`src/rtl/bte_pkg.sv`:
```
// Shared types, codes and lookup functions for the broadcast text encoder.
// No dependencies; every other rtl file refers to this package by scoped name.
package bte_pkg;

   localparam logic [6:0] ESC_SEPTET = 7'h1b;
   localparam logic [6:0] CR_SEPTET  = 7'h0d;
   localparam logic [7:0] NO_CODE    = 8'hff;
   localparam int unsigned QUEUE_DEPTH = 2;

   typedef enum logic [1:0] {
      ST_OK     = 2'd0,
      ST_ALPHA  = 2'd1,
      ST_UTF8   = 2'd2,
      ST_SCHEME = 2'd3
   } status_type;

   typedef enum logic [1:0] {
      MODE_GSM7 = 2'd0,
      MODE_UCS2 = 2'd1,
      MODE_BAD  = 2'd2
   } mode_type;

   typedef struct packed {
      logic [7:0] in_byte;
      logic       msg_end;
   } req_payload_type;

   typedef struct packed {
      logic [7:0] out_byte;
      status_type status;
      logic       out_last;
   } rsp_payload_type;

   // one accepted byte's worth of results, octets[0] goes out first
   typedef struct packed {
      logic [1:0]      count;
      logic [2:0][7:0] octets;
      status_type      status;
      logic            last;
   } enc_cmd_type;

   function automatic mode_type select_mode(input logic [7:0] dcs);
      mode_type m;
      m = MODE_BAD;
      case (dcs[7:4])
         4'h0: m = MODE_GSM7;
         4'h4, 4'h5: begin
            case (dcs[3:2])
               2'd0: m = MODE_GSM7;
               2'd2: m = MODE_UCS2;
               default: m = MODE_BAD;
            endcase
         end
         4'hf: m = dcs[2] ? MODE_BAD : MODE_GSM7;
         default: m = MODE_BAD;
      endcase
      return m;
   endfunction

   // septet code, bit 7 set for extension table, NO_CODE if unmappable
   function automatic logic [7:0] gsm7_lookup(input logic [7:0] c);
      logic [7:0] r;
      case (c) inside
         8'h40: r = 8'h00;
         8'h24: r = 8'h02;
         8'h0a: r = 8'h0a;
         8'h5f: r = 8'h11;
         8'h5e: r = 8'h94;
         8'h7b: r = 8'ha8;
         8'h7d: r = 8'ha9;
         8'h5c: r = 8'haf;
         8'h5b: r = 8'hbc;
         8'h7e: r = 8'hbd;
         8'h5d: r = 8'hbe;
         8'h7c: r = 8'hc0;
         [8'h20:8'h3f], [8'h41:8'h5a], [8'h61:8'h7a]: r = c;
         default: r = NO_CODE;
      endcase
      return r;
   endfunction

endpackage

```
`src/rtl/bte_front.sv`:
```
// Front end: scheme register, character classification, septet packing and
// UTF-8 assembly, at most one result record per byte. Depends on bte_pkg.
module bte_front (
   input  logic                     clock,
   input  logic                     reset,
   input  logic                     req_valid,
   output logic                     req_stall,
   input  bte_pkg::req_payload_type req_payload,
   input  logic                     csr_wr_en,
   input  logic [7:0]               csr_wr_data,
   input  logic                     q_full,
   output logic                     push,
   output bte_pkg::enc_cmd_type     push_cmd
);

   logic [7:0]  scheme_ff;
   logic [6:0]  res_ff, res_in;
   logic [2:0]  cnt_ff, cnt_in;
   logic [15:0] accum_ff, accum_in;
   logic [1:0]  pend_ff, pend_in;
   logic        disc_ff, disc_in;

   logic              accept;
   logic              msg_end;
   logic [7:0]        in_byte;
   bte_pkg::mode_type mode;
   logic [7:0]        code;
   logic [13:0]       pair;
   logic [4:0]        add_bits;
   logic [4:0]        tot;
   logic [1:0]        nfull;
   logic [2:0]        rem;
   logic [2:0][7:0]   packed_v;
   logic [15:0]       code16;
   logic [1:0]        pend_v;
   logic              bad_lead;
   logic                 fail_hit;
   bte_pkg::status_type  fail_status;

   assign req_stall = q_full;
   assign accept    = req_valid && !q_full;
   assign msg_end   = req_payload.msg_end;
   assign in_byte   = req_payload.in_byte;
   assign mode      = bte_pkg::select_mode(scheme_ff);
   assign code      = bte_pkg::gsm7_lookup(in_byte);

   // GSM-7 packing
   always_comb begin
      if (code[7]) begin
         pair     = {code[6:0], bte_pkg::ESC_SEPTET};
         add_bits = 5'd14;
      end else begin
         pair     = {7'b0, code[6:0]};
         add_bits = 5'd7;
      end
      packed_v = {17'b0, res_ff} | ({10'b0, pair} << cnt_ff);
      tot      = {2'b0, cnt_ff} + add_bits;
      nfull    = tot[4:3];
      rem      = tot[2:0];
      if (msg_end && rem == 3'd1) begin
         packed_v[nfull] = packed_v[nfull] | {bte_pkg::CR_SEPTET, 1'b0};
      end
   end

   // UTF-8 assembly
   always_comb begin
      bad_lead = 1'b0;
      code16   = accum_ff;
      pend_v   = pend_ff;
      if (pend_ff == 2'd0) begin
         if (in_byte[7] == 1'b0) begin
            code16 = {8'b0, in_byte};
         end else if ((in_byte & 8'he0) == 8'hc0) begin
            code16 = {11'b0, in_byte[4:0]};
            pend_v = 2'd1;
         end else if ((in_byte & 8'hf0) == 8'he0) begin
            code16 = {12'b0, in_byte[3:0]};
            pend_v = 2'd2;
         end else begin
            bad_lead = 1'b1;
         end
      end else begin
         code16 = {accum_ff[9:0], in_byte[5:0]};
         pend_v = pend_ff - 2'd1;
      end
   end

   always_comb begin
      res_in      = res_ff;
      cnt_in      = cnt_ff;
      accum_in    = accum_ff;
      pend_in     = pend_ff;
      disc_in     = disc_ff;
      push        = 1'b0;
      push_cmd    = '0;
      fail_hit    = 1'b0;
      fail_status = bte_pkg::ST_OK;
      if (accept) begin
         if (disc_ff) begin
            if (msg_end) begin
               disc_in = 1'b0;
            end
         end else if (mode == bte_pkg::MODE_BAD) begin
            fail_hit    = 1'b1;
            fail_status = bte_pkg::ST_SCHEME;
         end else if (mode == bte_pkg::MODE_GSM7) begin
            if (code == bte_pkg::NO_CODE) begin
               fail_hit    = 1'b1;
               fail_status = bte_pkg::ST_ALPHA;
            end else begin
               push_cmd.octets = packed_v;
               push_cmd.count  = nfull + {1'b0, (msg_end && rem != 3'd0)};
               push_cmd.status = bte_pkg::ST_OK;
               push_cmd.last   = msg_end;
               push            = (push_cmd.count != 2'd0);
               if (msg_end) begin
                  res_in   = '0;
                  cnt_in   = '0;
                  accum_in = '0;
                  pend_in  = '0;
               end else begin
                  res_in = packed_v[nfull][6:0];
                  cnt_in = rem;
               end
            end
         end else begin
            if (bad_lead || (pend_v != 2'd0 && msg_end)) begin
               fail_hit    = 1'b1;
               fail_status = bte_pkg::ST_UTF8;
            end else if (pend_v != 2'd0) begin
               accum_in = code16;
               pend_in  = pend_v;
            end else begin
               push               = 1'b1;
               push_cmd.count     = 2'd2;
               push_cmd.octets[0] = code16[15:8];
               push_cmd.octets[1] = code16[7:0];
               push_cmd.status    = bte_pkg::ST_OK;
               push_cmd.last      = msg_end;
               accum_in           = '0;
               pend_in            = '0;
               if (msg_end) begin
                  res_in = '0;
                  cnt_in = '0;
               end
            end
         end
      end
      if (fail_hit) begin
         res_in          = '0;
         cnt_in          = '0;
         accum_in        = '0;
         pend_in         = '0;
         disc_in         = !msg_end;
         push            = 1'b1;
         push_cmd        = '0;
         push_cmd.count  = 2'd1;
         push_cmd.status = fail_status;
         push_cmd.last   = 1'b1;
      end
   end

   always_ff @(posedge clock) begin
      if (reset) begin
         scheme_ff <= '0;
         res_ff    <= '0;
         cnt_ff    <= '0;
         accum_ff  <= '0;
         pend_ff   <= '0;
         disc_ff   <= 1'b0;
      end else begin
         if (csr_wr_en) begin
            scheme_ff <= csr_wr_data;
         end
         res_ff   <= res_in;
         cnt_ff   <= cnt_in;
         accum_ff <= accum_in;
         pend_ff  <= pend_in;
         disc_ff  <= disc_in;
      end
   end

endmodule

```
`src/rtl/bte_queue.sv`:
```
// Two-entry record queue between front and back end.
// Depends on bte_pkg for the record type and depth.
module bte_queue (
   input  logic                 clock,
   input  logic                 reset,
   input  logic                 push,
   input  bte_pkg::enc_cmd_type push_cmd,
   input  logic                 pop,
   output logic                 full,
   output logic                 not_empty,
   output bte_pkg::enc_cmd_type head
);

   localparam int unsigned PtrW = $clog2(bte_pkg::QUEUE_DEPTH);
   localparam int unsigned CntW = $clog2(bte_pkg::QUEUE_DEPTH + 1);

   bte_pkg::enc_cmd_type entry_ff [bte_pkg::QUEUE_DEPTH];
   logic [PtrW-1:0] wr_ff, wr_in;
   logic [PtrW-1:0] rd_ff, rd_in;
   logic [CntW-1:0] count_ff, count_in;

   assign full      = (count_ff == CntW'(bte_pkg::QUEUE_DEPTH));
   assign not_empty = (count_ff != '0);
   assign head      = entry_ff[rd_ff];

   always_comb begin
      wr_in    = wr_ff;
      rd_in    = rd_ff;
      count_in = count_ff;
      if (push) begin
         wr_in = (wr_ff == PtrW'(bte_pkg::QUEUE_DEPTH - 1)) ? '0 : wr_ff + 1'b1;
      end
      if (pop) begin
         rd_in = (rd_ff == PtrW'(bte_pkg::QUEUE_DEPTH - 1)) ? '0 : rd_ff + 1'b1;
      end
      if (push && !pop) begin
         count_in = count_ff + 1'b1;
      end else if (pop && !push) begin
         count_in = count_ff - 1'b1;
      end
   end

   always_ff @(posedge clock) begin
      if (reset) begin
         wr_ff    <= '0;
         rd_ff    <= '0;
         count_ff <= '0;
      end else begin
         wr_ff    <= wr_in;
         rd_ff    <= rd_in;
         count_ff <= count_in;
      end
   end

   always_ff @(posedge clock) begin
      if (push) begin
         entry_ff[wr_ff] <= push_cmd;
      end
   end

   a_no_overflow: assert property (@(posedge clock) disable iff (reset)
      !(push && full && !pop))
      else $error("queue push while full");

   a_no_underflow: assert property (@(posedge clock) disable iff (reset)
      pop |-> not_empty)
      else $error("queue pop while empty");

   a_count_range: assert property (@(posedge clock) disable iff (reset)
      count_ff <= CntW'(bte_pkg::QUEUE_DEPTH))
      else $error("queue count out of range");

endmodule

```
`src/rtl/bte_back.sv`:
```
// Back end: takes result records from the queue and sends them one beat
// at a time on the result channel. Depends on bte_pkg.
module bte_back (
   input  logic                     clock,
   input  logic                     reset,
   input  logic                     q_not_empty,
   input  bte_pkg::enc_cmd_type     head,
   output logic                     pop,
   output logic                     rsp_valid,
   input  logic                     rsp_stall,
   output bte_pkg::rsp_payload_type rsp_payload
);

   bte_pkg::enc_cmd_type cur_ff, cur_in;
   logic                 valid_ff, valid_in;
   logic [1:0]           idx_ff, idx_in;
   logic                 beat_done;
   logic                 final_beat;

   assign beat_done  = valid_ff && !rsp_stall;
   assign final_beat = (idx_ff == cur_ff.count - 2'd1);
   assign pop        = q_not_empty && (!valid_ff || (beat_done && final_beat));

   assign rsp_valid            = valid_ff;
   assign rsp_payload.out_byte = cur_ff.octets[idx_ff];
   assign rsp_payload.status   = cur_ff.status;
   assign rsp_payload.out_last = cur_ff.last && final_beat;

   always_comb begin
      cur_in   = cur_ff;
      valid_in = valid_ff;
      idx_in   = idx_ff;
      if (pop) begin
         cur_in   = head;
         valid_in = 1'b1;
         idx_in   = '0;
      end else if (beat_done && final_beat) begin
         valid_in = 1'b0;
      end else if (beat_done) begin
         idx_in = idx_ff + 2'd1;
      end
   end

   always_ff @(posedge clock) begin
      if (reset) begin
         valid_ff <= 1'b0;
         idx_ff   <= '0;
      end else begin
         valid_ff <= valid_in;
         idx_ff   <= idx_in;
      end
   end

   always_ff @(posedge clock) begin
      cur_ff <= cur_in;
   end

   a_idx_in_record: assert property (@(posedge clock) disable iff (reset)
      valid_ff |-> (cur_ff.count != 2'd0 && idx_ff < cur_ff.count))
      else $error("beat index outside record");

   a_error_is_last: assert property (@(posedge clock) disable iff (reset)
      (rsp_valid && rsp_payload.status != bte_pkg::ST_OK) |->
         (rsp_payload.out_last && rsp_payload.out_byte == 8'h00))
      else $error("error beat not final or not zero");

   a_advance_on_beat: assert property (@(posedge clock) disable iff (reset)
      (valid_ff && rsp_stall) |=> (valid_ff && $stable(idx_ff)))
      else $error("beat index moved while stalled");

endmodule

```
`src/rtl/broadcast_text_encoder.sv`:
```
// Broadcast text encoder top level: front end, record queue, back end.
// Depends on bte_pkg, bte_front, bte_queue and bte_back.
//
// Message bytes enter on req_* with msg_end on the final byte; encoded
// octets leave on rsp_* with out_last on the final result of a message.
// csr_wr_en/csr_wr_data load the coding scheme byte (GSM-7, UCS-2 or
// unsupported); write it only between messages.
// Records are registered in the queue, then in the back end, before output.
// Throughput: the output, one octet per cycle while rsp_stall is low, sets
// the rate; bytes yielding at most one octet flow at one byte per cycle, and
// a byte yielding k octets (up to three) holds the output for all k. The
// front end packs and classifies a byte in its accept cycle and queues at
// most one record; a two-entry queue lets the front keep accepting while
// the back end waits on rsp_stall. req_stall rises when the queue is full.
// Errors give one zero octet with an error status and out_last; the rest
// of that message is dropped without results.
// Reset (synchronous) clears the scheme to 0, all packing and UTF-8 state
// and the queue; no clearing pass is needed.
module broadcast_text_encoder (
   input  logic                     clock,
   input  logic                     reset,
   input  logic                     req_valid,
   output logic                     req_stall,
   input  bte_pkg::req_payload_type req_payload,
   output logic                     rsp_valid,
   input  logic                     rsp_stall,
   output bte_pkg::rsp_payload_type rsp_payload,
   input  logic                     csr_wr_en,
   input  logic [7:0]               csr_wr_data
);

   logic                 q_full;
   logic                 q_not_empty;
   logic                 push;
   logic                 pop;
   bte_pkg::enc_cmd_type push_cmd;
   bte_pkg::enc_cmd_type head;

   bte_front u_front (
      .clock       (clock),
      .reset       (reset),
      .req_valid   (req_valid),
      .req_stall   (req_stall),
      .req_payload (req_payload),
      .csr_wr_en   (csr_wr_en),
      .csr_wr_data (csr_wr_data),
      .q_full      (q_full),
      .push        (push),
      .push_cmd    (push_cmd)
   );

   bte_queue u_queue (
      .clock     (clock),
      .reset     (reset),
      .push      (push),
      .push_cmd  (push_cmd),
      .pop       (pop),
      .full      (q_full),
      .not_empty (q_not_empty),
      .head      (head)
   );

   bte_back u_back (
      .clock       (clock),
      .reset       (reset),
      .q_not_empty (q_not_empty),
      .head        (head),
      .pop         (pop),
      .rsp_valid   (rsp_valid),
      .rsp_stall   (rsp_stall),
      .rsp_payload (rsp_payload)
   );

endmodule

```
`config.mk`:
```
export PLATFORM = sky130hd
export DESIGN_NAME = broadcast_text_encoder
export DESIGN_NICKNAME = d
export VERILOG_FILES = /design/src/rtl/bte_pkg.sv /design/src/rtl/bte_front.sv /design/src/rtl/bte_queue.sv /design/src/rtl/bte_back.sv /design/src/rtl/broadcast_text_encoder.sv
export SDC_FILE = /design/constraint.sdc
export NUM_CORES = 1
export LEC_CHECK = 0
export ABC_AREA = 1
export BUFFER_PORTS_ARGS = -buffer_cell sky130_fd_sc_hd__buf_2
export CELL_PAD_IN_SITES_DETAIL_PLACEMENT = 1
export CELL_PAD_IN_SITES_GLOBAL_PLACEMENT = 2
export CORE_ASPECT_RATIO = 0.8
export CORE_UTILIZATION = 28
export CTS_CLUSTER_DIAMETER = 150
export CTS_CLUSTER_SIZE = 40
export DETAILED_ROUTE_END_ITERATION = 16
export MAX_ROUTING_LAYER = met4
export PLACE_DENSITY = 0.6
export SLEW_MARGIN = 20
export SYNTH_ARGS = -nofsm -noshare
export SYNTH_HDL_FRONTEND = slang
export SYNTH_SLANG_ARGS = --single-unit
```
`constraint.sdc`:
```
create_clock -name clock -period 8.4 [get_ports clock]
set_clock_uncertainty 0.1 [all_clocks]
set_input_delay 1.68 -clock clock [delete_from_list [all_inputs] [get_ports clock]]
set_output_delay 1.68 -clock clock [all_outputs]
set_load 0.005 [all_outputs]
```
==> reports/results.ini <==
[critical_path]
cpMaxStageDelayCell=nand3_2
rrSetupSlack_ps=4100
critPathKind=in2reg
rr_worst_depth=18
crit_path_end_kind=register
cp_max_fo=17
crit_required_ps=8600
path_buf_inv=6
r2r_end=u_queue.count_ff[1]
worstReg2RegStart=u_front.cnt_ff[1]
critical_path.max_stage_delay_ps=360
worstSetupStartpointType=primary input
arrival_ps=5970
critical-path-top-delay-family=simple AND/OR/NAND/NOR gates

[pwr]
switching_share_pct=32.6
irDropWorstVdd_mv=0.142
p_comb_share_pct=25.5
p_per_area_nw_per_um2=278
p_leak_uw=0.00325
pwr-share-clk_pct=32.2
p_int_uw=1500
seqPwrFrac_pct=42.3
p_switching_uw=724

[clock_tree]
cts_buffers=17
clk_latency_ps=420
cts_tree=built
root_buffer=clkbuf_16
clkTransAtPathRegs_ps=60
htreeDepth=4
post_cts_resized=0
post_cts_buffers=0
clk_path_buf_depth=2
cts.sinks=129
cts_hold_buffers=0

[sta]
worst_pin_slew_ps=1040
maxSlewViolCount=0
fin_setup_tns_ps=0
min_period_over_period_pct=68.7
max_freq_mhz=173
rsz0062_at_grt=false
slew_headroom_pct=30.4
finalSetupViolCount=0
layout_setup_ws_ps=2630
period_needed_ps=5770
finalHoldViolations=0
hold_ws_ps=369

[placement]
port_buffers=32
place_ws_ps=2270
post-dp-hpwl_um=16100
place_congestion=0.830
post_dp_cell_area_um2=7400

[flow_run]
drv_cap=0

[yosys]
ys_async_sr_fraction_pct=0
synthAdderAreaFrac_pct=0.719
avgSynthCellArea_um2=8.19
yosysWarnings=0
ys_seq_elements=129
synth_seq_area_share_pct=49.6
synth_top_family_by_area=simple AND/OR/NAND/NOR gates
netlist_area_um2=6960
synth_edf_count=87
synth-main-ff-cell=edfxtp_1
synth_xor_area_share_pct=0.378
synth_cell_types=50
syn_inst=850
synth-simple-area-share_pct=29.1
muxShareOfSynthArea_pct=0.306
synth_compound_area_share_pct=12.4

[min_path]
hold_path_end=u_front.res_ff[5]
hold_path_class=reg2reg
min_from=u_front.res_ff[5]
min_path_cells=2

[die]
core_area_um2=24400
start_util_pct=28.5
dieArea_um2=25500
rows=51
chipHeight_um=143
ioPinCount=35
dieWidth_um=178

[grt]
grt-ovfl-total=0
first_global_vias=6003
grt_max_degree=35
grt_usage_pct=18.9
grt_pass1_wl_um=34700
antenna_found_initial=0

[routing]
wl_um=22100
drc=0
drt_iter0_markers=364
drtPass1Iterations=5
detail-route-antenna-nets=0
drt-wirelength-per-cell_um=18.3
vias=5885
via_per_inst=4.88

[layout]
final_nets=902
fill_cells=2947
multiInputGateArea_um2=3020
antenna_cells=0
drive_gt1_share_pct=13.0
seq_area_um2=3450
stdcell_area_um2=7980
synthToLayoutAreaGrowth_pct=14.7

[outcome]
outcome=finished, final reports clean

## layer usage
metal  track usage (%)  vias up  routed length [um]
li1                  -     2913                   -
met1              27.1     2880               11700
met2              27.4       78                9500
met3              3.01       14                 724
met4              5.00        0                 212
met5                 -        -                   0
## cell families (layout without fill, tap and decap cells)
group,after synthesis,after routing
xor gates and xnor gates,3,3
buffers and inverters,124,158
and+or+nand+nor,451,451
other,1,6
adders and majority gates,4,4
muxes,2,2
DFF,129,129
AOI/OAI and AO/OA,136,136
## synth_stat cells (5+ instances only)
library cell  number  share of area, %
o31ai_1            9              0.97
a21oi_1           64               4.6
nand4_1           13               1.2
clkbuf_1          20               1.1
nor2_2             7              0.63
o21ai_0           21               1.5
nand2_1          248                13
dfxtp_1           42                12
nand2_2            6              0.54
nand3_1           87               6.3
nor2_1            66               3.6
inv_1             82               4.4
nor2_4             7               1.1
o22ai_1           10              0.90
edfxtp_1          87                38
inv_2              5              0.27
a211oi_2          12               2.2
## power groups by stage
stage	Clock (uW)	Sequential (uW)	Combinational, uW
6_report	714	939	567
5_1_grt	756	955	646
4_1_cts	733	943	565
3_5_place_dp	0	955	560
3_3_place_gp	0	948	547
2_1_floorplan	0	933	376
## worst max path at each step
stage,from,end,slack (ps),cells after the start
global route,req_payload[5],u_queue.count_ff[1],2080,26
floorplan,req_payload[4],u_queue.entry_ff[1][0],2650,21
CTS,req_payload[5],u_queue.count_ff[1],2670,26
detailed placement,req_payload[5],u_queue.count_ff[1],2270,26
global placement,req_payload[5],u_queue.count_ff[1],2270,26
finish,req_payload[5],u_queue.count_ff[1],2630,26
## registers in the layout, indices dropped and copies added, names as in the netlist
name,count
u_front.accum_ff,16
u_queue.count_ff,2
u_back.rsp_valid,1
u_back.idx_ff,2
u_front.disc_ff,1
u_queue.entry_ff,58
u_back.rsp_payload,2
u_front.cnt_ff,3
u_front.scheme_ff,6
u_back.cur_ff,27
u_queue.rd_ff,1
u_front.res_ff,7
u_front.pend_ff,2
u_queue.wr_ff,1
## through the flow
stage          cells  power [uW]  util, %
6_report        1207        2220     32.7
5_1_grt         1207        2360     32.7
4_1_cts         1206        2240     32.6
3_5_place_dp    1174        1510     30.4
3_3_place_gp    1174        1490     30.4
2_1_floorplan    855        1310        -
## cell usage in the layout (no fill, tap or decap), types with 3 or more instances in the layout
| cell type | netlist | final |
|---|---|---|
| a211oi_1 | 4 | 4 |
| a211oi_2 | 12 | 12 |
| a21oi_1 | 64 | 63 |
| a22oi_1 | 3 | 3 |
| buf_2 | 2 | 32 |
| buf_4 | 4 | 3 |
| clkbuf_1 | 20 | 6 |
| clkbuf_16 | 0 | 17 |
| clkinv_1 | 2 | 4 |
| clkinv_2 | 0 | 4 |
| conb_1 | 1 | 6 |
| dfxtp_1 | 42 | 42 |
| edfxtp_1 | 87 | 87 |
| ha_1 | 4 | 4 |
| inv_1 | 82 | 81 |
| inv_2 | 5 | 5 |
| nand2_1 | 248 | 248 |
| nand2_2 | 6 | 6 |
| nand2_4 | 3 | 3 |
| nand3_1 | 87 | 87 |
| nand3b_1 | 4 | 4 |
| nand4_1 | 13 | 13 |
| nor2_1 | 66 | 64 |
| nor2_2 | 7 | 9 |
| nor2_4 | 7 | 7 |
| o21ai_0 | 21 | 21 |
| o21ai_1 | 4 | 4 |
| o22ai_1 | 10 | 10 |
| o31ai_1 | 9 | 9 |
## final cells by class
class | count | area share (%)
flip-flops and latches | 129 | 43.3
multi-input cells | 602 | 37.9
clock buffers | 24 | 5.79
well taps | 318 | 4.99
inverters | 90 | 4.27
repair buffers | 36 | 2.63
clock inverters | 8 | 1.14
## worst register-to-register path: cells and delay by family, from the launching register on
kind            cells  cell delay, ps
fa+ha+maj           3             910
simple gates        4             590
buf+inv             4             710
compound gates      5             680
xor+xnor            2             450
flops               1             730
No activity file was read; power rests on OpenSTA's default activity.
